<file path="src/hspg_div.sv">
// Pipelined restoring divider, one quotient bit per stage, with a tag that
// travels alongside. A zero divisor gives a zero quotient and the low dividend bits as remainder.
// Depends on nothing.
`default_nettype none
module hspg_div #(
  parameter int NW = 25,
  parameter int DW = 14,
  parameter int TW = 1
) (
  input  wire logic          clk,
  input  wire logic          rst,
  input  wire logic          en,
  input  wire logic          in_valid,
  input  wire logic [NW-1:0] dividend,
  input  wire logic [DW-1:0] divisor,
  input  wire logic [TW-1:0] in_tag,
  output logic               out_valid,
  output logic [NW-1:0]      quo,
  output logic [DW-1:0]      rem,
  output logic [TW-1:0]      out_tag
);

  logic          vld [NW];
  logic [DW-1:0] rm  [NW];
  logic [NW-1:0] dq  [NW];
  logic [TW-1:0] tg  [NW];

  for (genvar i = 0; i < NW; i++) begin : g_stage
    logic          pv;
    logic [DW-1:0] prm;
    logic [NW-1:0] pdq;
    logic [TW-1:0] ptg;
    logic [DW:0]   trial;
    logic [DW:0]   diff;
    logic          take;

    if (i == 0) begin : g_head
      assign pv  = in_valid;
      assign prm = '0;
      assign pdq = dividend;
      assign ptg = in_tag;
    end else begin : g_body
      assign pv  = vld[i-1];
      assign prm = rm[i-1];
      assign pdq = dq[i-1];
      assign ptg = tg[i-1];
    end

    assign trial = {prm, pdq[NW-1]};
    assign diff  = trial - {1'b0, divisor};
    assign take  = (divisor != '0) && (trial >= {1'b0, divisor});

    always_ff @(posedge clk) begin
      if (rst) begin
        vld[i] <= 1'b0;
      end else if (en) begin
        vld[i] <= pv;
      end
      if (en) begin
        rm[i] <= take ? diff[DW-1:0] : trial[DW-1:0];
        dq[i] <= {pdq[NW-2:0], take};
        tg[i] <= ptg;
      end
    end
  end

  assign out_valid = vld[NW-1];
  assign quo       = dq[NW-1];
  assign rem       = rm[NW-1];
  assign out_tag   = tg[NW-1];

endmodule
`default_nettype wire

</file>
<file path="config.mk">
export PLATFORM = sky130hd
export DESIGN_NAME = hspg_div
export DESIGN_NICKNAME = d
export VERILOG_FILES = /design/src/hspg_div.sv
export SDC_FILE = /design/constraint.sdc
export NUM_CORES = 2
export LEC_CHECK = 0
export ABC_AREA = 1
export BUFFER_PORTS_ARGS = -buffer_cell sky130_fd_sc_hd__buf_2
export CAP_MARGIN = 20
export CORE_ASPECT_RATIO = 1.25
export CORE_MARGIN = 2
export CORE_UTILIZATION = 50
export DETAILED_ROUTE_END_ITERATION = 12
export GPL_TIMING_DRIVEN = 0
export PLACE_DENSITY = 0.67
export SKIP_LAST_GASP = 1
export SLEW_MARGIN = 10
export SYNTH_ARGS = -nofsm -noshare
export SYNTH_HDL_FRONTEND = slang
export SYNTH_SLANG_ARGS = --single-unit
</file>
<file path="constraint.sdc">
create_clock -name clk -period 5.3 [get_ports clk]
set_clock_uncertainty 0.15 [all_clocks]
set_input_delay 0.795 -clock clk [delete_from_list [all_inputs] [get_ports clk]]
set_output_delay 0.795 -clock clk [all_outputs]
set_load 0.005 [all_outputs]
</file>
==> results list <==
- The number of setup buffers added after CTS is 0.
- The worst setup path is captured at a flop.
- Final net count: 6638
- The synthesized netlist devotes 3.677% of its cell area to compound gates.
- Max Root-Sink Buffers: 3
- Path type of the worst min-delay path: input port to flop
- Counting both buffers and inverters, the worst setup path holds a total of 3.
* Maximum capacitance violations: 0
- The sequential cells in the finished layout cover a total of 0.03078 mm2.
- The worst setup path is of the input port to flop kind.
* Number of clock sinks: 1025
- Gates resized during post-CTS repair numbered 0.
- Net switching is roughly two fifths of the power.
* Number of cell rows: 136
- Flop pwr share: between 30% and 40%
- Post-synthesis xor/xnor area fraction: 2.514%
- Yosys mapped a number of flops with a built-in enable equal to 1025.
- Final core occ: ~56%
- For the worst-skew pair, the clock arrives at the later sink with an insertion delay of around 0.75 ns.
- The post-route netlist has roughly 6.4% of its cells at a drive strength greater than 1.
- Summed over all failing endpoints, the final setup total negative slack is 0 ns.
* Final-report max-slew violation count: 0
- Min Clock Period, post-route: 3.418 ns
* TritonCTS clock tree: yes
- Switching power summed over all nets: 13.55 mW
- Post-synthesis instance area: 0.05574 mm2
- Relative slew slack: 43.29%
- Derived from the worst setup path, the maximum achievable clock frequency is 0.2925 GHz.
- The count of nets left with antenna violations once routing finished came out at 0.
* Initial standard-cell utilization of the core: 50.55%
- Fraction of power consumed by combinational cells: 42.3%
- Number of remaining DRC errors: 0
- The initial antenna violation count was 0.
- Routed len/inst: 16.66 um
- Critical path cell sequence: buf_2 -> inv_4 -> nand3_1 -> nor2_1 -> nand3b_1 -> nor2_1 -> buf_2 -> a21oi_1 -> nand2_1 -> nand2_1
* Share of synthesized area spent on multiplexers: 0%
- Summing the sequential cell areas from Yosys gives 55.22% of the chip area.
- The largest single stage delay on the critical path is 0.69 ns.
* Via count: 40170
- Async S/R FF share, synth: 0%
- Aggregate routed wire length: between 100000 and 150000 um
* Seq cells post-synth: 1025
- The root buffer cell chosen for the clock tree is clkbuf_16.
* Detailed Place HPWL: between 90000 and 100000 um
- Most frequent cells in the layout: 2222 x nand2_1, 1025 x edfxtp_1, 779 x inv_1
- Post-Synthesis Net Count: 6430
- Portion of the clock cycle consumed by the worst path in the final layout: 64.50%
* Setup violators final: 0
- The die covers 0.1142 mm2.
* Crit path max-delay family: buffers and inverters
- Yosys warning total: 0
* Count of different cell masters after synthesis: 35
- Predominant post-synthesis flop cell: edfxtp_1
* Mean cell area of the mapped netlist: around 9 um2
* Maximum number of pins on one net before global-route repair: ~170
- Area overhead of the layout relative to synthesis: 11.13%
* Most frequent standard cell in the layout excluding fill and tap cells: nand2_1
- For this block, the initial DRC count from the detailed router was 2581.
* Max Fanout on Critical Path: 25
- Final Hold Fails: 0
* Combined area of the multi-input logic cells: 0.02148 mm2
* Total power per unit cell area: 557.7 mW/mm2
- Fraction of the mapped netlist area in simple logic gates: 23.90%
- H-tree levels: 3
- Transition time of the tightest slew-check pin: 0.8507 ns
- Total global-route track usage: 22.89%
* Internal power component: 21.00 mW
- Buffers added on ports: 84
- The die is 302.6 um wide.
* Total leakage power: 28.29 nW
- In this run, CTS created clock tree buffers numbering 103.
- Unrepaired setup endpoints after global routing: false
- Count of fill cells added during filler insertion: 9754
- The largest individual stage delay along the critical path comes from the cell buf_2.
- The worst setup path is launched from an input port.
- Global-route wire length before repair: 203400 um
- The run finished with clean final reports.
- Per report_power, the clock group accounts for 21.5% of the total.
- By area, the combinational part of the netlist is dominated by simple AND/OR/NAND/NOR gates.
- Hold repair after CTS inserted 0 buffers.
* Clk pin slew, worst setup/hold paths: around 0.060 ns
- Number of vias per cell: 5.174
* Worst voltage drop across the vdd grid: a little under 300 uV
- The pre-antenna-repair detailed-routing pass consisted of 7 iterations.
- Arrival time at the worst endpoint: 3.70 ns
- Data required time of the critical path: roughly 5.6 ns
- Synthesized instance count: 6024
* Top-Level Pins: 85
* Antenna Cells: 0
- GRT overflow: 0
* Vias in the first global route: 38870
* Area share of fa/ha/maj cells after synthesis: under 10%
* Routability Congestion: 0.9150
* Die height: 377.3 um
- The core region is 0.1103 mm2.
==> metal layers <==
| layer | global-route usage, % | vias to the layer above | wire length, um |
|---|---|---|---|
| li1 | - | 20350 | - |
| met1 | 27.36 | 18570 | 52930 |
| met2 | 40.46 | 939 | 64310 |
| met3 | 2.893 | 308 | 5677 |
| met4 | 11.38 | 0 | 6381 |
| met5 | 0 | - | 0 |
==> final timing paths <==
check | startpoint | end | slack, ns | cells past startpoint
worst min-delay path | dividend[18] | dq[0][19] | 0.09 | 1
worst max register to register | rm[6][3] | rm[7][10] | 2.73 | 11
worst min register to register | dq[6][6] | dq[7][7] | 0.25 | 0
worst max-delay path | divisor[11] | rm[5][12] | 1.88 | 10
==> cells by family (layout without fill, tap and decap cells) <==
logic type / Yosys count / count (layout)
and+or+nand+nor: 3232 / 3232
DFF: 1025 / 1025
buffers and inverters: 869 / 1159
AOI/OAI and AO/OA: 376 / 376
adders and majority gates: 362 / 362
xor gates and xnor gates: 160 / 160
==> cell usage after synthesis, types with 32 or more instances <==
cell	count	share of area [%]
a21oi_1	186	1.7
and2_1	32	0.36
edfxtp_1	1025	55
ha_1	338	7.6
inv_1	792	5.3
nand2_1	2222	15
nand3_1	412	3.7
nand4_1	102	1.1
nor2_1	350	2.4
o21ai_1	94	0.84
o21bai_1	43	0.58
xnor2_1	95	1.5
xor2_1	65	1.0
==> through the flow <==
| stage | cell area [um2] | setup WS, ns | hold slack [ns] | std cells | power [mW] |
|---|---|---|---|---|---|
| 2_1_floorplan | 55740 | 1.390 | 0.2503 | 6024 | 23.19 |
| 3_3_place_gp | 57970 | -14.78 | 0.2503 | 7557 | 27.15 |
| 3_5_place_dp | 58450 | 1.218 | 0.2545 | 7576 | 27.13 |
| 4_1_cts | 61940 | 1.956 | 0.02908 | 7763 | 34.74 |
| 5_1_grt | 61940 | 1.853 | 0.05760 | 7763 | 37.35 |
| 6_report | 61940 | 1.882 | 0.08981 | 7763 | 34.55 |
==> power by group through the flow <==
stage / Sequential (mW) / Clock [mW] / Combinational (mW)
after floorplan: 12.2 / 0 / 11.0
after global routing: 12.7 / 7.94 / 16.7
final: 12.5 / 7.43 / 14.6
after CTS: 12.5 / 7.66 / 14.6
after detailed placement: 12.7 / 0 / 14.5
after global placement: 12.9 / 0 / 14.3
==> area by class of cell <==
class	instances	share of cell area, %
sequential	1025	49.69
clock inverter	69	1.359
multi-input combinational	4130	34.68
tap	1449	2.927
clock buffer	118	4.286
inverter	803	4.882
buffer	66	0.7474
timing repair buffer	103	1.426
==> state kept, by name, indices dropped and copies added, names as in the netlist <==
signal  flops
dq        625
vld        25
tg         25
rm        350
Note: power is estimated with default switching activity, not from simulation.
