`src/hspg_pkg.sv`:
```
// Package for the halo stick page generator: widths, codes, register indexes
// and the item word handed from the page stages to the result sequencer.
// No dependencies.
`default_nettype none
package hspg_pkg;

  localparam int MaxHaloColsDef = 16;
  localparam int RowW  = 24;
  localparam int GW    = 25;
  localparam int HtW   = 14;
  localparam int SpbW  = 22;
  localparam int PageW = 32;
  localparam int WaitW = 25;
  localparam int DataW = 32;

  localparam int FlagFirst = 0;
  localparam int FlagLast  = 1;
  localparam int FlagRight = 2;
  localparam int FlagZeros = 3;

  localparam logic KIND_STICK  = 1'b0;
  localparam logic KIND_SIGNAL = 1'b1;

  typedef enum logic [1:0] {
    SRC_TENSOR = 2'd0,
    SRC_HALO   = 2'd1,
    SRC_ZERO   = 2'd2
  } source_t;

  typedef enum logic [2:0] {
    REG_INPUT_HEIGHT = 3'd0,
    REG_HALO_ROWS    = 3'd1,
    REG_ROW_STICKS   = 3'd2,
    REG_HALO_COLS    = 3'd3,
    REG_BOTTOM_BASE  = 3'd4,
    REG_BATCH_FRAMES = 3'd5,
    REG_START_ROW    = 3'd6,
    REG_POSITION     = 3'd7
  } reg_index_t;

  typedef struct packed {
    logic [1:0]       src;
    logic [PageW-1:0] rowpage;
    logic             sig;
    logic [WaitW-1:0] cnt;
  } item_t;

endpackage
`default_nettype wire

```
`src/hspg_page.sv`:
```
// Page stages: region of the padded row, row base through two registered
// multiplies, progress signal decision. Depends on hspg_pkg.
`default_nettype none
module hspg_page (
  input  wire logic                         clk,
  input  wire logic                         rst,
  input  wire logic                         en,
  input  wire logic                         in_valid,
  input  wire logic [hspg_pkg::GW-1:0]      quo,
  input  wire logic [hspg_pkg::HtW-1:0]     rem,
  input  wire logic [hspg_pkg::GW-1:0]      g,
  input  wire logic [hspg_pkg::WaitW-1:0]   cnt,
  input  wire logic [hspg_pkg::SpbW-1:0]    brem,
  input  wire logic                         fin,
  input  wire logic [12:0]                  input_height,
  input  wire logic [7:0]                   halo_rows,
  input  wire logic [15:0]                  row_sticks,
  input  wire logic [31:0]                  bottom_halo_base,
  input  wire logic [hspg_pkg::HtW-1:0]     htot,
  input  wire logic                         spb_zero,
  input  wire logic                         first,
  output logic                              out_valid,
  output hspg_pkg::item_t                   item
);

  logic [hspg_pkg::GW-1:0]  hp;
  logic [hspg_pkg::GW-1:0]  t_c;
  logic [hspg_pkg::GW-1:0]  hi;
  logic                     top_c;
  logic                     mid_c;
  logic [hspg_pkg::GW-1:0]  r_c;

  logic                     v1;
  logic [1:0]               src1;
  logic [31:0]              base1;
  logic [12:0]              x1;
  logic [hspg_pkg::GW-1:0]  r1;
  logic [hspg_pkg::GW-1:0]  t1;
  logic                     sig1;
  logic [hspg_pkg::WaitW-1:0] cnt1;

  logic [37:0]              prod2;
  logic                     v2;
  logic [1:0]               src2;
  logic [31:0]              base2;
  logic [31:0]              m2;
  logic                     sig2;
  logic [hspg_pkg::WaitW-1:0] cnt2;

  logic [47:0]              prod3;
  logic                     v3;

  assign hp    = (htot == '0) ? g : hspg_pkg::GW'(rem);
  assign t_c   = (htot == '0) ? '0 : quo;
  assign hi    = hspg_pkg::GW'(halo_rows) + hspg_pkg::GW'(input_height);
  assign top_c = hp < hspg_pkg::GW'(halo_rows);
  assign mid_c = !top_c && (hp < hi);
  assign r_c   = top_c ? hp : (mid_c ? hp - hspg_pkg::GW'(halo_rows) : hp - hi);

  always_ff @(posedge clk) begin
    if (rst) begin
      v1 <= 1'b0;
    end else if (en) begin
      v1 <= in_valid;
    end
    if (en) begin
      src1  <= mid_c ? hspg_pkg::SRC_TENSOR : hspg_pkg::SRC_HALO;
      base1 <= (top_c || mid_c) ? 32'd0 : bottom_halo_base;
      x1    <= mid_c ? input_height : 13'(halo_rows);
      r1    <= r_c;
      t1    <= t_c;
      sig1  <= !first && (fin || (!spb_zero && brem == '0));
      cnt1  <= cnt;
    end
  end

  assign prod2 = 38'(t1) * 38'(x1);

  always_ff @(posedge clk) begin
    if (rst) begin
      v2 <= 1'b0;
    end else if (en) begin
      v2 <= v1;
    end
    if (en) begin
      src2  <= src1;
      base2 <= base1;
      m2    <= prod2[31:0] + 32'(r1);
      sig2  <= sig1;
      cnt2  <= cnt1;
    end
  end

  assign prod3 = 48'(m2) * 48'(row_sticks);

  always_ff @(posedge clk) begin
    if (rst) begin
      v3 <= 1'b0;
    end else if (en) begin
      v3 <= v2;
    end
    if (en) begin
      item.src     <= src2;
      item.rowpage <= base2 + prod3[31:0];
      item.sig     <= sig2;
      item.cnt     <= cnt2;
    end
  end

  assign out_valid = v3;

endmodule
`default_nettype wire

```
`config.mk`:
```
export PLATFORM = sky130hd
export DESIGN_NAME = hspg_page
export DESIGN_NICKNAME = d
export VERILOG_FILES = /design/src/hspg_pkg.sv /design/src/hspg_page.sv
export SDC_FILE = /design/constraint.sdc
export NUM_CORES = 2
export LEC_CHECK = 0
export ABC_AREA = 1
export BUFFER_PORTS_ARGS = -buffer_cell sky130_fd_sc_hd__buf_2
export CAP_MARGIN = 40
export CORE_MARGIN = 2
export CORE_UTILIZATION = 60
export CTS_BUF_LIST = sky130_fd_sc_hd__clkbuf_8 sky130_fd_sc_hd__clkbuf_16
export DETAILED_ROUTE_END_ITERATION = 16
export GPL_ROUTABILITY_DRIVEN = 1
export PLACE_DENSITY_LB_ADDON = 0.2
export SYNTH_ARGS = -nofsm -noshare
export SYNTH_HDL_FRONTEND = slang
export SYNTH_SLANG_ARGS = --single-unit
```
`constraint.sdc`:
```
create_clock -name clk -period 12.9 [get_ports clk]
set_input_delay 1.29 -clock clk [delete_from_list [all_inputs] [get_ports clk]]
set_output_delay 1.29 -clock clk [all_outputs]
set_load 0.005 [all_outputs]
```
==> metrics.csv <==
metric;value;unit
Worst Path Required;13200;ps
RR Endpoint;m2[30];
met3 Resource Use GR;4.728;%
crit share post-route;52.35;%
GRT Util Overall;28.69;%
Tightest Hold Check Type;flop to flop;
crit end category;flop;
Max Fclk;148.1;MHz
GR Util met1;36.55;%
crit path DAT;7050;ps
# IOs;262;
Synth area leader;fa_1;
Rel. slew slack;37.65;%
DR vias;25800;
MaxCap Viol Count;0;
Clock Latency Late Sink;560;ps
share of layout cells above drive strength 1;8.183;%
RSZ-0062 raised after global routing;no;
Die Y;246.1;um
max-slew violation count;0;
Area Growth Syn to Fin;8.299;%
EDFF count, synth;272;
wire per inst;16.46;um
Die Footprint;60550;um2
pin count of the biggest net entering global routing;74;
HPWL after DPL;64.92;mm
count of final hold-check violations;0;
CP startpoint kind;input pin;
Buffers on Ports;260;
CTS Hold Buffers Added;0;
synth unique cells;52;
hold_sp;base1[8];
Worst-Margin Slew;935.3;ps
Worst R2R Path Depth;21;
Synth Net Count;5060;
Synth area leaders;fa_1 34%, edfxtp_1 23%, inv_1 13%, nand2_1 11%, ha_1 6.1%;
gr busiest metal;met2;
top cell type's share of synthesized area;34.05;%
vias in the first global route;27190;
Final TNS setup;0;ps
Clock Sinks;275;
FF-to-FF setup slack;6560;ps
status;finished, final reports clean;
first-pass GRT wire length;135.5;mm
crit path max fanout;31;
Die W;246.1;um
CTS tree;yes;
number of core rows;88;
Final setup viols;0;
DRT antenna net count;0;
Final Net Count;5212;
Pre-antenna DRT Iters;6;
Min Clock Period, post-route;6753;ps
met2 Usage GRT;49.56;%
Clock Root Buffer;clkbuf_16;
final WL;82.82;mm
WHS Path Cells;0;
antenna violations before repair;2;
WS Path Type;input pin to flop;
Gate Count Post-Synth;4090;
grt total ovfl;0;
Core Box Area;57810;um2
clock skew;28.87;ps
Vias/cell;5.126;
clock transition at the registers of the reported paths;60;ps
FF-to-FF Start;x1[1];
postcts setup bufs;0;
RePlAce Congestion;0.9149;
fillers;4888;
Syn Area/Cell;8.596;um2
Most used DFF post-synth;edfxtp_1;
sink of the worst hold path;base2[8];
post-CTS sizing;0;
H-tree Lvls;2;
Synth Register Bits;275;
initial core utilization;60.82;%
CTS max path bufs;3;
sequential share of the synthesized area;23.40;%
async set-or-reset flop fraction in the synthesized netlist;0;%
DRC viols;0;
Ys Warns;0;
cell area after synthesis;35160;um2
cts bufs inserted;34;
drt initial violations;1718;
[critical path, cell delays in order]
cell and delay (ps):
buf_2 590, nand2_1 180, fa_1 550, fa_1 530, fa_1 530, inv_1 60
fa_1 440, fa_1 520, inv_1 50, fa_1 470, inv_1 40, ha_1 320
a21oi_1 200, o21ai_0 120, nand2_1 70, nand3_1 70, o21bai_1 190, a21boi_0 500
o21ai_0 160, nand2_1 80, nand2_1 50
[synthesized netlist by cell type (3+ instances only)]
| cell | instances |
|---|---|
| o21bai_1 | 10 |
| xor2_1 | 81 |
| nand4_1 | 15 |
| nor2_1 | 150 |
| a21o_1 | 8 |
| o21ai_1 | 12 |
| nand3b_1 | 6 |
| fa_1 | 598 |
| ha_1 | 171 |
| a31oi_1 | 12 |
| xnor2_1 | 39 |
| buf_4 | 6 |
| nand2_2 | 3 |
| nor2_2 | 3 |
| nor3_1 | 15 |
| nand2_1 | 1009 |
| dfxtp_1 | 3 |
| buf_1 | 7 |
| and2_1 | 3 |
| o21ai_0 | 49 |
| a21boi_0 | 3 |
| inv_2 | 7 |
| nor2_4 | 3 |
| nand3_1 | 63 |
| nor4_1 | 10 |
| buf_2 | 5 |
| edfxtp_1 | 272 |
| a21oi_1 | 97 |
| or2_2 | 5 |
| clkbuf_1 | 138 |
| o211ai_1 | 11 |
| inv_1 | 1251 |
[registers in the layout (all words and copies together) (netlist names), 13 cells and up]
| signal | cells |
|---|---|
| item | 59 |
| base1 | 32 |
| base2 | 32 |
| m2 | 32 |
| cnt1 | 25 |
| cnt2 | 25 |
| r1 | 25 |
| t1 | 25 |
| x1 | 13 |
[area by class of cell]
type	instances	area, um2	area share [%]
multi-input cells	2399	21570	56.65
flip-flops and latches	275	8228	21.61
inverters	1258	4722	12.40
repair buffers	274	1574	4.134
well taps	765	957.2	2.514
clock buffers	35	875.8	2.300
clock inverters	24	142.6	0.3746
diodes	2	5.005	0.01314
[metal layers]
layer  share of wire (%)  routed length (um)
met1                  40               32810
met5                   0                   0
met2                  49               40840
met4                 3.7                3088
met3                 7.3                6079
[kinds of logic (layout without fill, tap and decap cells)]
logic type	count (synthesis)	in the layout	share of synthesized area (%)
AO/OA/AOI/OAI	215	215	3.474
XOR/XNOR	120	120	2.989
adder cells (fa/ha/maj)	769	769	40.14
buffers and inverters	1416	1591	15.24
flip-flops	275	275	23.40
multiplexers	1	1	0.02847
other	1	3	0.01067
AND/OR/NAND/NOR	1293	1293	14.72
[how the worst max path moves through the flow]
| stage | cells past startpoint | slack [ps] | start | end |
|---|---|---|---|---|
| after floorplan | 22 | 6160 | row_sticks[2] | item[48] |
| after global placement | 21 | 5680 | row_sticks[1] | item[50] |
| after detailed placement | 21 | 5660 | row_sticks[1] | item[48] |
| after CTS | 21 | 6240 | row_sticks[1] | item[48] |
| after global routing | 21 | 5720 | row_sticks[1] | item[50] |
| final | 21 | 6150 | row_sticks[1] | item[50] |
[cell usage in the layout (no fill, tap or decap), types with 3 or more instances in the layout]
cell type,netlist,final
buf_8,0,6
a21boi_0,3,3
or2_2,5,5
o21bai_1,10,10
o211ai_1,11,11
nand4_1,15,15
nor4_1,10,10
nor2_4,3,3
edfxtp_1,272,272
o21ai_1,12,12
ha_1,171,171
nor3_1,15,15
buf_2,5,259
nor2_1,150,150
buf_16,0,6
buf_4,6,3
clkinv_1,0,6
a21o_1,8,8
o21ai_0,49,49
inv_1,1251,1260
nand3b_1,6,6
nand2_2,3,3
fa_1,598,598
xor2_1,81,81
a31oi_1,12,12
clkinv_2,0,3
nand2_1,1009,1009
clkbuf_16,0,35
nand3_1,63,63
a21oi_1,97,97
and2_1,3,3
inv_2,7,7
xnor2_1,39,39
dfxtp_1,3,3
nor2_2,3,3
[per-stage QoR]
step           utilization [%]  setup slack, ps  hold slack [ps]  cells  instance area (um2)
5_1_grt                  65.87             5718            409.5   5032                38080
2_1_floorplan                -             6163            400.3   4090                35160
3_3_place_gp             63.68             5678            400.7   4960                36810
6_report                 65.87             6147            407.7   5032                38080
4_1_cts                  65.86             6241            405.7   5030                38070
3_5_place_dp             64.10             5659            404.5   4971                37050
Power is not shown: default switching activity piles up to over one toggle a cycle in this logic, so the estimate is an artifact.
