[src/hspg_pkg.sv]
// Package for the halo stick page generator: widths, codes, register indexes
// and the item word handed from the page stages to the result sequencer.
// No dependencies.
`default_nettype none
package hspg_pkg;

  localparam int MaxHaloColsDef = 16;
  localparam int RowW  = 24;
  localparam int GW    = 25;
  localparam int HtW   = 14;
  localparam int SpbW  = 22;
  localparam int PageW = 32;
  localparam int WaitW = 25;
  localparam int DataW = 32;

  localparam int FlagFirst = 0;
  localparam int FlagLast  = 1;
  localparam int FlagRight = 2;
  localparam int FlagZeros = 3;

  localparam logic KIND_STICK  = 1'b0;
  localparam logic KIND_SIGNAL = 1'b1;

  typedef enum logic [1:0] {
    SRC_TENSOR = 2'd0,
    SRC_HALO   = 2'd1,
    SRC_ZERO   = 2'd2
  } source_t;

  typedef enum logic [2:0] {
    REG_INPUT_HEIGHT = 3'd0,
    REG_HALO_ROWS    = 3'd1,
    REG_ROW_STICKS   = 3'd2,
    REG_HALO_COLS    = 3'd3,
    REG_BOTTOM_BASE  = 3'd4,
    REG_BATCH_FRAMES = 3'd5,
    REG_START_ROW    = 3'd6,
    REG_POSITION     = 3'd7
  } reg_index_t;

  typedef struct packed {
    logic [1:0]       src;
    logic [PageW-1:0] rowpage;
    logic             sig;
    logic [WaitW-1:0] cnt;
  } item_t;

endpackage
`default_nettype wire

[src/hspg_expand.sv]
// Result sequencer: turns one item word into its stick reads and progress
// signal, one result a cycle, into registered outputs. Depends on hspg_pkg.
`default_nettype none
module hspg_expand #(
  parameter int KW = 5
) (
  input  wire logic                        clk,
  input  wire logic                        rst,
  input  wire logic                        in_valid,
  input  wire hspg_pkg::item_t             item,
  input  wire logic [KW-1:0]               hcq,
  input  wire logic [15:0]                 row_sticks,
  input  wire logic                        first,
  input  wire logic                        right,
  input  wire logic                        zeros,
  output logic                             en,
  output logic                             strobe,
  output logic                             kind,
  output logic [1:0]                       source,
  output logic [hspg_pkg::PageW-1:0]       page,
  output logic [hspg_pkg::WaitW-1:0]       wait_count,
  output logic                             last
);

  logic                 fst_pend;
  logic [KW-1:0]        kr;
  logic                 sig_pend;
  hspg_pkg::item_t      hold;

  logic                 emit;
  logic                 is_fst;
  logic                 is_col;
  logic                 is_sig;
  logic [KW-1:0]        kr_next;
  logic                 sig_next;
  logic                 more;
  logic [31:0]          kk;
  logic [31:0]          col;
  logic                 zstick;

  assign emit     = fst_pend || (kr != '0) || sig_pend;
  assign is_fst   = fst_pend;
  assign is_col   = !fst_pend && (kr != '0);
  assign is_sig   = !fst_pend && (kr == '0) && sig_pend;
  assign kr_next  = is_col ? kr - KW'(1) : kr;
  assign sig_next = is_sig ? 1'b0 : sig_pend;
  assign more     = (kr_next != '0) || sig_next;
  assign en       = !emit || !more;

  assign kk     = 32'(KW'(hcq - kr));
  assign col    = is_fst ? (right ? 32'(row_sticks) - 32'd1 : 32'd0)
                         : (right ? kk : 32'(row_sticks) - 32'(hcq) + kk);
  assign zstick = is_fst && zeros;

  always_ff @(posedge clk) begin
    if (rst) begin
      fst_pend <= 1'b0;
      kr       <= '0;
      sig_pend <= 1'b0;
      strobe   <= 1'b0;
    end else begin
      if (en && in_valid) begin
        fst_pend <= first;
        kr       <= hcq;
        sig_pend <= item.sig;
      end else begin
        fst_pend <= 1'b0;
        kr       <= kr_next;
        sig_pend <= sig_next;
      end
      strobe <= emit;
    end
    if (en && in_valid) begin
      hold <= item;
    end
    kind       <= is_sig ? hspg_pkg::KIND_SIGNAL : hspg_pkg::KIND_STICK;
    source     <= (is_sig ? hspg_pkg::SRC_TENSOR : (zstick ? hspg_pkg::SRC_ZERO : hold.src));
    page       <= (is_sig || zstick) ? '0 : hold.rowpage + col;
    wait_count <= is_sig ? hold.cnt : '0;
    last       <= !more;
  end

endmodule
`default_nettype wire

[config.mk]
export PLATFORM = sky130hd
export DESIGN_NAME = hspg_expand
export DESIGN_NICKNAME = d
export VERILOG_FILES = /design/src/hspg_pkg.sv /design/src/hspg_expand.sv
export SDC_FILE = /design/constraint.sdc
export NUM_CORES = 1
export LEC_CHECK = 0
export BUFFER_PORTS_ARGS = -buffer_cell sky130_fd_sc_hd__buf_2
export CORE_AREA = 2 2 138 140
export DETAILED_ROUTE_END_ITERATION = 8
export DIE_AREA = 0 0 140 142
export PLACE_DENSITY = 0.74
export RECOVER_POWER = 25
export SYNTH_ARGS = -nofsm -noshare
export SYNTH_HDL_FRONTEND = slang
export SYNTH_SLANG_ARGS = --single-unit
[constraint.sdc]
create_clock -name clk -period 5.81 [get_ports clk]
set_clock_uncertainty 0.2 [all_clocks]
set_input_delay 1.162 -clock clk [delete_from_list [all_inputs] [get_ports clk]]
set_output_delay 1.162 -clock clk [all_outputs]
set_load 0.05 [all_outputs]
==> summary.md, run 1 <==
| Metric | Value |
|---|---|
| Cell count after synthesis | `719` |
| Post-synth cell types | `83` |
| Final-report setup violation count | `0` |
| Initial core utilization | `39.12%` |
| Reg power frac | `27.8%` |
| Final period utilization | `98.11%` |
| YS warnings | `0` |
| Max_slew headroom | `34.71%` |
| Die width | `140 um` |
| Worst stage delay on the critical path | `about 0.36 ns` |
| Setup slack on the worst flop-to-flop path | `0.52 ns` |
| Avg WL per Cell | `15.30 um` |
| Tot Pwr | `5024 uW` |
| Final slew viol count | `0` |
| Synth Cell Area | `between 0.007 and 0.008 mm2` |
| Area of the core | `0.01846 mm2` |
| Pint | `~2900 uW` |
| Switching Power | `2114 uW` |
| Failing checks | `DRC` |
| Global-route wire length before repair | `~30000 um` |
| CP Class | `input pin to flop` |
| WP buf/inv | `7` |
| Register Area | `between 0.003 and 0.004 mm2` |
| Endpoints failing hold | `0` |
| DRC marker count from the first detailed-route iteration | `349` |
| Fill count | `1603` |
| CP max FO | `4` |
| Cts hold-fix bufs | `0` |
| Share of the synthesized area in the top cell type | `24.54%` |
| Clock network fraction of design power | `20.0%` |
| Slew @ Worst Pin | `0.9793 ns` |
| Largest net degree at the start of global routing | `69` |
| Post-route worst setup slack | `0.1097 ns` |
| Flops & latches, synth | `~130` |
| Worst endpoint required time | `between 5 and 6 ns` |
| # clock sinks | `128` |
| Commonest cells post-synth | `69 x dfxtp_1, 69 x nor2_1, 59 x edfxtp_1` |
| Max Cap Violations | `0` |
| Worst r2r path cells | `26` |
| Worst-Skew Late Latency | `0.42 ns` |
| Routed Antenna Nets | `0` |
| Multi-input logic area | `0.004124 mm2` |
| Main flop type after synthesis | `dfxtp_1` |
| Post-synth top area cell | `edfxtp_1` |
| GPL Wtd Cong | `0.9148` |
| Number of iterations in the first detailed-routing pass | `9` |
| Hold WS | `around 0.24 ns` |
| CP max stage cell | `fa_2` |
| Share of layout cells above drive strength 1 | `38.24%` |
| Maximum VDD drop | `~0.74 mV` |
| Grt ovf | `0` |
| CTS Root Cell | `clkbuf_16` |
| Crit path max-delay family | `compound AO/OA/AOI/OAI gates` |
| Final WL | `roughly 19000 um` |
| Fin util | `53.78%` |
| Number of cell rows | `50` |
| Worst Setup End Kind | `flop` |
| I/O Pins | `150` |
| DR vias | `roughly 6400` |
| Worst r2r src | `kr[0]` |
| Hold path startpoint | `hold[18]` |
| Setup_tns | `0 ns` |
| Worst r2r dst | `page[31]` |
| FFs w/ async S/R, synth | `0%` |
| Die Ht | `142 um` |
| Mapped Nets | `about 860` |
| Hold Path Sink | `wait_count[18]` |
| Fmax | `roughly 180 MHz` |
| Clk slew on worst S/H paths | `about 0.06 ns` |
| TritonCTS Buffers | `17` |
| Switching part of the total | `between 40 and 50%` |
| Part of the Yosys area used for sequential elements | `approximately 44%` |
| Vias in the first global route | `6363` |
| P_leak | `0.004331 uW` |
| Port-buffer cells | `149` |
| ANT cells | `0` |
| Dpl ws | `-0.5296 ns` |
| Hold Crit Depth | `1` |
| Vias/cell | `about 5.2` |
| Die area | `0.01988 mm2` |
| CTS tree | `built` |
| Synth top area cells | `edfxtp_1 25%, dfxtp_1 19%, ha_1 8.5%, xnor2_1 4.2%, nor2_1 3.6%` |
| # DRC | `10` |
| Initial antenna violation count | `0` |
| GRT Util Overall | `19.26%` |
| Area growth syn-to-layout | `37.47%` |
| Crit path DAT | `5.83 ns` |
| Combinational power share | `a little over half` |
| Status | `complete, but fails checks` |
| Detailed Place HPWL | `14190 um` |
| RSZ-0062 raised after global routing | `true` |
| Number of flops mapped to enable cells by yosys | `59` |
| P per Cell Area | `506.3 mW/mm2` |
| Critical path startpoint category | `input pin` |
| Mean Syn Cell Area | `10.04 um2` |
| # H-tree levels | `4` |
| Clk buf depth | `2` |
| NumNets Final | `1126` |
| Minimum clock period | `between 5 and 6 ns` |
| HP Class | `flop to flop` |
==> registers in the layout (all words and copies together) (netlist names) <==
register and flops:
strobe 1, kr 5, kind 1, page 32
wait_count 25, source 2, last 1, sig_pend 1
fst_pend 1, hold 59
==> cell type report <==
cell class / instances / share of cell area (%)
Timing Repair Buffer: 271 / 16.84
Sequential cell: 128 / 31.77
Clock buffer: 18 / 4.324
Tap cell: 234 / 2.950
Multi-Input combinational cell: 537 / 41.55
Inverter: 31 / 1.248
Clock inverter: 14 / 1.311
==> worst reg2reg max path, delay by kind of cell (launching register included) <==
kind	cells	cell delay, ns
compound gates	13	2.20
flops	1	0.44
mux	1	0.18
fa+ha+maj	4	1.20
xor+xnor	1	0.09
simple gates	2	0.25
buf+inv	5	0.62
==> logic make-up (layout without fill, tap and decap cells) <==
kind of cell	Yosys count	count (layout)	share of synthesized area, %
XOR/XNOR	50	50	6.066
AND/OR/NAND/NOR	232	232	17.35
AO/OA/AOI/OAI	197	197	18.99
adder cells (fa/ha/maj)	54	54	9.740
flip-flops	128	128	43.67
buffers and inverters	54	334	3.605
multiplexers	4	4	0.5719
==> routing by layer <==
layer  wire (um)  GRT usage [%]
met5           0              0
met3        1190          6.057
met1        8086          23.05
met2        8985          32.56
met4         599          7.443
==> stage by stage <==
step | cells | area, um2
after global placement | 1195 | 9026
after floorplan | 719 | 7254
final | 1233 | 9925
after detailed placement | 1195 | 9026
after global routing | 1233 | 9925
after CTS | 1228 | 9593
==> repair_timing <==
action,4_1_cts,5_1_grt
gates resized for setup,1,66
endpoints found under the setup margin,5,20
pin swaps,3,29
cloned,0,0
buffers inserted,1,5
==> power groups by stage <==
stage / sequential [uW] / clock [uW] / combinational [uW]
after floorplan: 1840 / 0 / 1270
after global placement: 1410 / 0 / 2450
after detailed placement: 1410 / 0 / 2480
after CTS: 1400 / 1020 / 2490
after global routing: 1430 / 1070 / 2880
final: 1400 / 1000 / 2620
==> cell usage in the layout (no fill, tap or decap), types with 4 or more instances in the layout <==
cell | netlist | routed
nand2b_1 | 9 | 8
ha_1 | 49 | 45
or3_1 | 9 | 9
inv_6 | 0 | 6
buf_4 | 1 | 121
nor3_1 | 16 | 15
o211ai_1 | 5 | 5
a211oi_1 | 11 | 9
xnor2_1 | 35 | 33
o22ai_1 | 12 | 10
buf_2 | 1 | 145
nor4_1 | 5 | 5
a21oi_2 | 2 | 9
a21oi_1 | 49 | 40
clkbuf_1 | 11 | 4
nand4_1 | 5 | 5
or2_2 | 5 | 5
o21ai_1 | 1 | 6
edfxtp_1 | 59 | 59
xor2_1 | 15 | 13
inv_1 | 31 | 29
nand3_1 | 18 | 17
a211o_1 | 4 | 4
nor2_1 | 69 | 68
and2_1 | 32 | 31
clkbuf_16 | 0 | 17
o21ai_0 | 32 | 26
o21a_1 | 7 | 7
nand2_1 | 33 | 33
dfxtp_1 | 69 | 69
a21o_1 | 21 | 21
==> how the worst max path moves through the flow <==
stage               cells past startpoint  slack [ns]     startpoint       end
finish                                 28        0.11         hcq[0]  page[31]
global route                           27       -0.16         hcq[0]  page[31]
CTS                                    26       0.009         hcq[0]  page[22]
detailed placement                     25       -0.53         hcq[0]  page[31]
global placement                       25       -0.41         hcq[0]  page[31]
floorplan                              22       0.009  row_sticks[0]  page[22]
(Power assumes the default switching activity.)
==> run 2: changes to the inputs <==
--- a/config.mk
+++ b/config.mk
@@ -6,10 +6,10 @@
 export NUM_CORES = 1
 export LEC_CHECK = 0
 export BUFFER_PORTS_ARGS = -buffer_cell sky130_fd_sc_hd__buf_2
-export CORE_AREA = 2 2 138 140
+export CORE_AREA = 2 2 173 175
 export DETAILED_ROUTE_END_ITERATION = 8
-export DIE_AREA = 0 0 140 142
-export PLACE_DENSITY = 0.74
+export DIE_AREA = 0 0 175 177
+export PLACE_DENSITY = 0.55
 export RECOVER_POWER = 25
 export SYNTH_ARGS = -nofsm -noshare
 export SYNTH_HDL_FRONTEND = slang
==> run 2 against run 1 <==
The run now ends clean. Highest routed layer unchanged. Combinational power increased by 4%. Count of clock-buffer cells in the layout is 1 lower. Die area is 56% higher. Non-clock buffer count is 14 higher. Largest cell class unchanged. Register-to-register slack better by 0.03 ns.
==> summary.md, run 2 (synthesis gave the netlist of run 1 again) <==
| Metric | Value |
|---|---|
| Max reg flops | `59` |
| Max_slew headroom | `26.95%` |
| Avg WL per Cell | `15.14 um` |
| Die width | `175 um` |
| # clock sinks | `128` |
| TritonCTS Buffers | `17` |
| Slew @ Worst Pin | `1.096 ns` |
| Setup slack on the worst flop-to-flop path | `between 0.5 and 0.6 ns` |
| Max Cap Violations | `0` |
| Tot Pwr | `5190 uW` |
| Crit path DAT | `5.72 ns` |
| CTS tree | `built` |
| Worst r2r dst | `page[31]` |
| Commonest non-fill, non-tap cell in the layout | `buf_2` |
| Share of layout cells above drive strength 1 | `between 40% and 50%` |
| Worst r2r path cells | `25` |
| Global-route wire length before repair | `33130 um` |
| CP max FO | `4` |
| # DRC | `0` |
| Largest net degree at the start of global routing | `between 60 and 70` |
| Largest regs | `hold (59), page (32), wait_count (25)` |
| Most frequent cells in the layout | `142 x buf_2, 133 x buf_4, 69 x dfxtp_1, 67 x nor2_1, 59 x edfxtp_1` |
| Final slew viol count | `0` |
| Fin util | `35.27%` |
| CP most frequent cell | `a21oi_2` |
| Endpoints failing hold | `0` |
| Vias/cell | `roughly 4.5` |
| Hold WS | `0.2318 ns` |
| Worst Setup End Kind | `flop` |
| Final-report setup violation count | `0` |
| Clk slew on worst S/H paths | `approximately 0.060 ns` |
| Critical path startpoint category | `input pin` |
| # H-tree levels | `4` |
| I/O Pins | `150` |
| CTS Root Cell | `clkbuf_16` |
| Dpl cells | `1359` |
| Detailed Place HPWL | `15930 um` |
| Routed Antenna Nets | `0` |
| Fill count | `3020` |
| Worst stage delay on the critical path | `between 0.3 and 0.4 ns` |
| GPL Wtd Cong | `0.8670` |
| Initial antenna violation count | `1` |
| DR vias | `between 6000 and 7000` |
| CP max stage cell | `fa_2` |
| HP Class | `flop to flop` |
| GRT Util Overall | `13.65%` |
| Post-route insts no fill | `about 1400` |
| NumNets Final | `1140` |
| Final period utilization | `a little over nine tenths` |
| Setup_tns | `0 ns` |
| P_leak | `roughly 0.0044 uW` |
| Worst r2r src | `kr[0]` |
| Register Area | `~0.0032 mm2` |
| Vias in the first global route | `6333` |
| CP Class | `input pin to flop` |
| RSZ-0062 raised after global routing | `true` |
| Worst-Skew Late Latency | `0.44 ns` |
| Hold Crit Depth | `1` |
| Die area | `between 0.03 and 0.04 mm2` |
| DRC marker count from the first detailed-route iteration | `328` |
| Hold Path Sink | `wait_count[20]` |
| Clk buf depth | `2` |
| Initial core utilization | `between 20 and 25%` |
| Largest Register | `hold` |
| Status | `finished clean` |
| Maximum VDD drop | `between 0.6 and 0.7 mV` |
| Fmax | `between 150 and 200 MHz` |
| Final WL | `21260 um` |
| P per Cell Area | `503.2 mW/mm2` |
| Port-buffer cells | `149` |
| Worst endpoint required time | `just under 6 ns` |
| Number of iterations in the first detailed-routing pass | `5` |
| Area of the core | `around 0.029 mm2` |
| Hold path startpoint | `hold[20]` |
| Grt ovf | `0` |
| Die Ht | `177 um` |
| Multi-input logic area | `0.004188 mm2` |
| Number of cell rows | `63` |
| Minimum clock period | `5.655 ns` |
| Area growth syn-to-layout | `42.88%` |
## run 2: cell type report
| type | count | share of cell area, % |
|---|---|---|
| timing repair buffer | 285 | 17.30 |
| multi-input combinational | 537 | 40.60 |
| clock inverter | 15 | 1.456 |
| inverter | 31 | 1.201 |
| antenna | 1 | 0.02426 |
| sequential | 128 | 30.57 |
| clock buffer | 17 | 4.124 |
| tap | 390 | 4.731 |
## run 2: power by group
| part | switching (uW) | internal [uW] |
|---|---|---|
| sequential | 110 | 1290 |
| combinational | 1660 | 1070 |
| clock | 454 | 602 |
| total | 2220 | 2970 |
## run 2: worst max-delay path, delay by kind of cell
family / cells / cell delay (ns)
AO/OA/AOI/OAI: 12 / 2.08
adder cells (fa/ha/maj): 4 / 1.22
buffers and inverters: 5 / 0.65
AND/OR/NAND/NOR: 3 / 0.30
multiplexers: 1 / 0.18
XOR/XNOR: 1 / 0.14
## run 2: stage by stage
stage	worst slack, ns	cell area, um2
floorplan	0.008668	7254
global placement	-0.5627	9283
detailed placement	-0.6754	9283
CTS	0.03462	9899
global route	-0.08483	10310
finish	0.1553	10310
## run 2: worst max path at each step
| stage | startpoint | to | depth (start not counted) |
|---|---|---|---|
| 6_report | row_sticks[0] | page[31] | 26 |
| 2_1_floorplan | row_sticks[0] | page[22] | 22 |
| 5_1_grt | hcq[0] | page[31] | 27 |
| 3_5_place_dp | hcq[0] | page[31] | 25 |
| 4_1_cts | hcq[0] | page[28] | 27 |
| 3_3_place_gp | hcq[0] | page[31] | 25 |
## run 2: what timing repair did
action | 4_1_cts | 5_1_grt
hold buffers | 0 | 0
pin swaps | 3 | 40
resized for setup | 5 | 83
buffers inserted | 2 | 10
endpoints found under the setup margin | 6 | 20
## run 2: routing by layer
metal | wire (um) | global-route usage, % | vias up
li1 | - | - | 3200
met1 | 9684 | 17.53 | 3016
met2 | 10150 | 22.20 | 144
met3 | 1216 | 4.532 | 17
met4 | 205 | 3.160 | 0
met5 | 0 | 0 | -
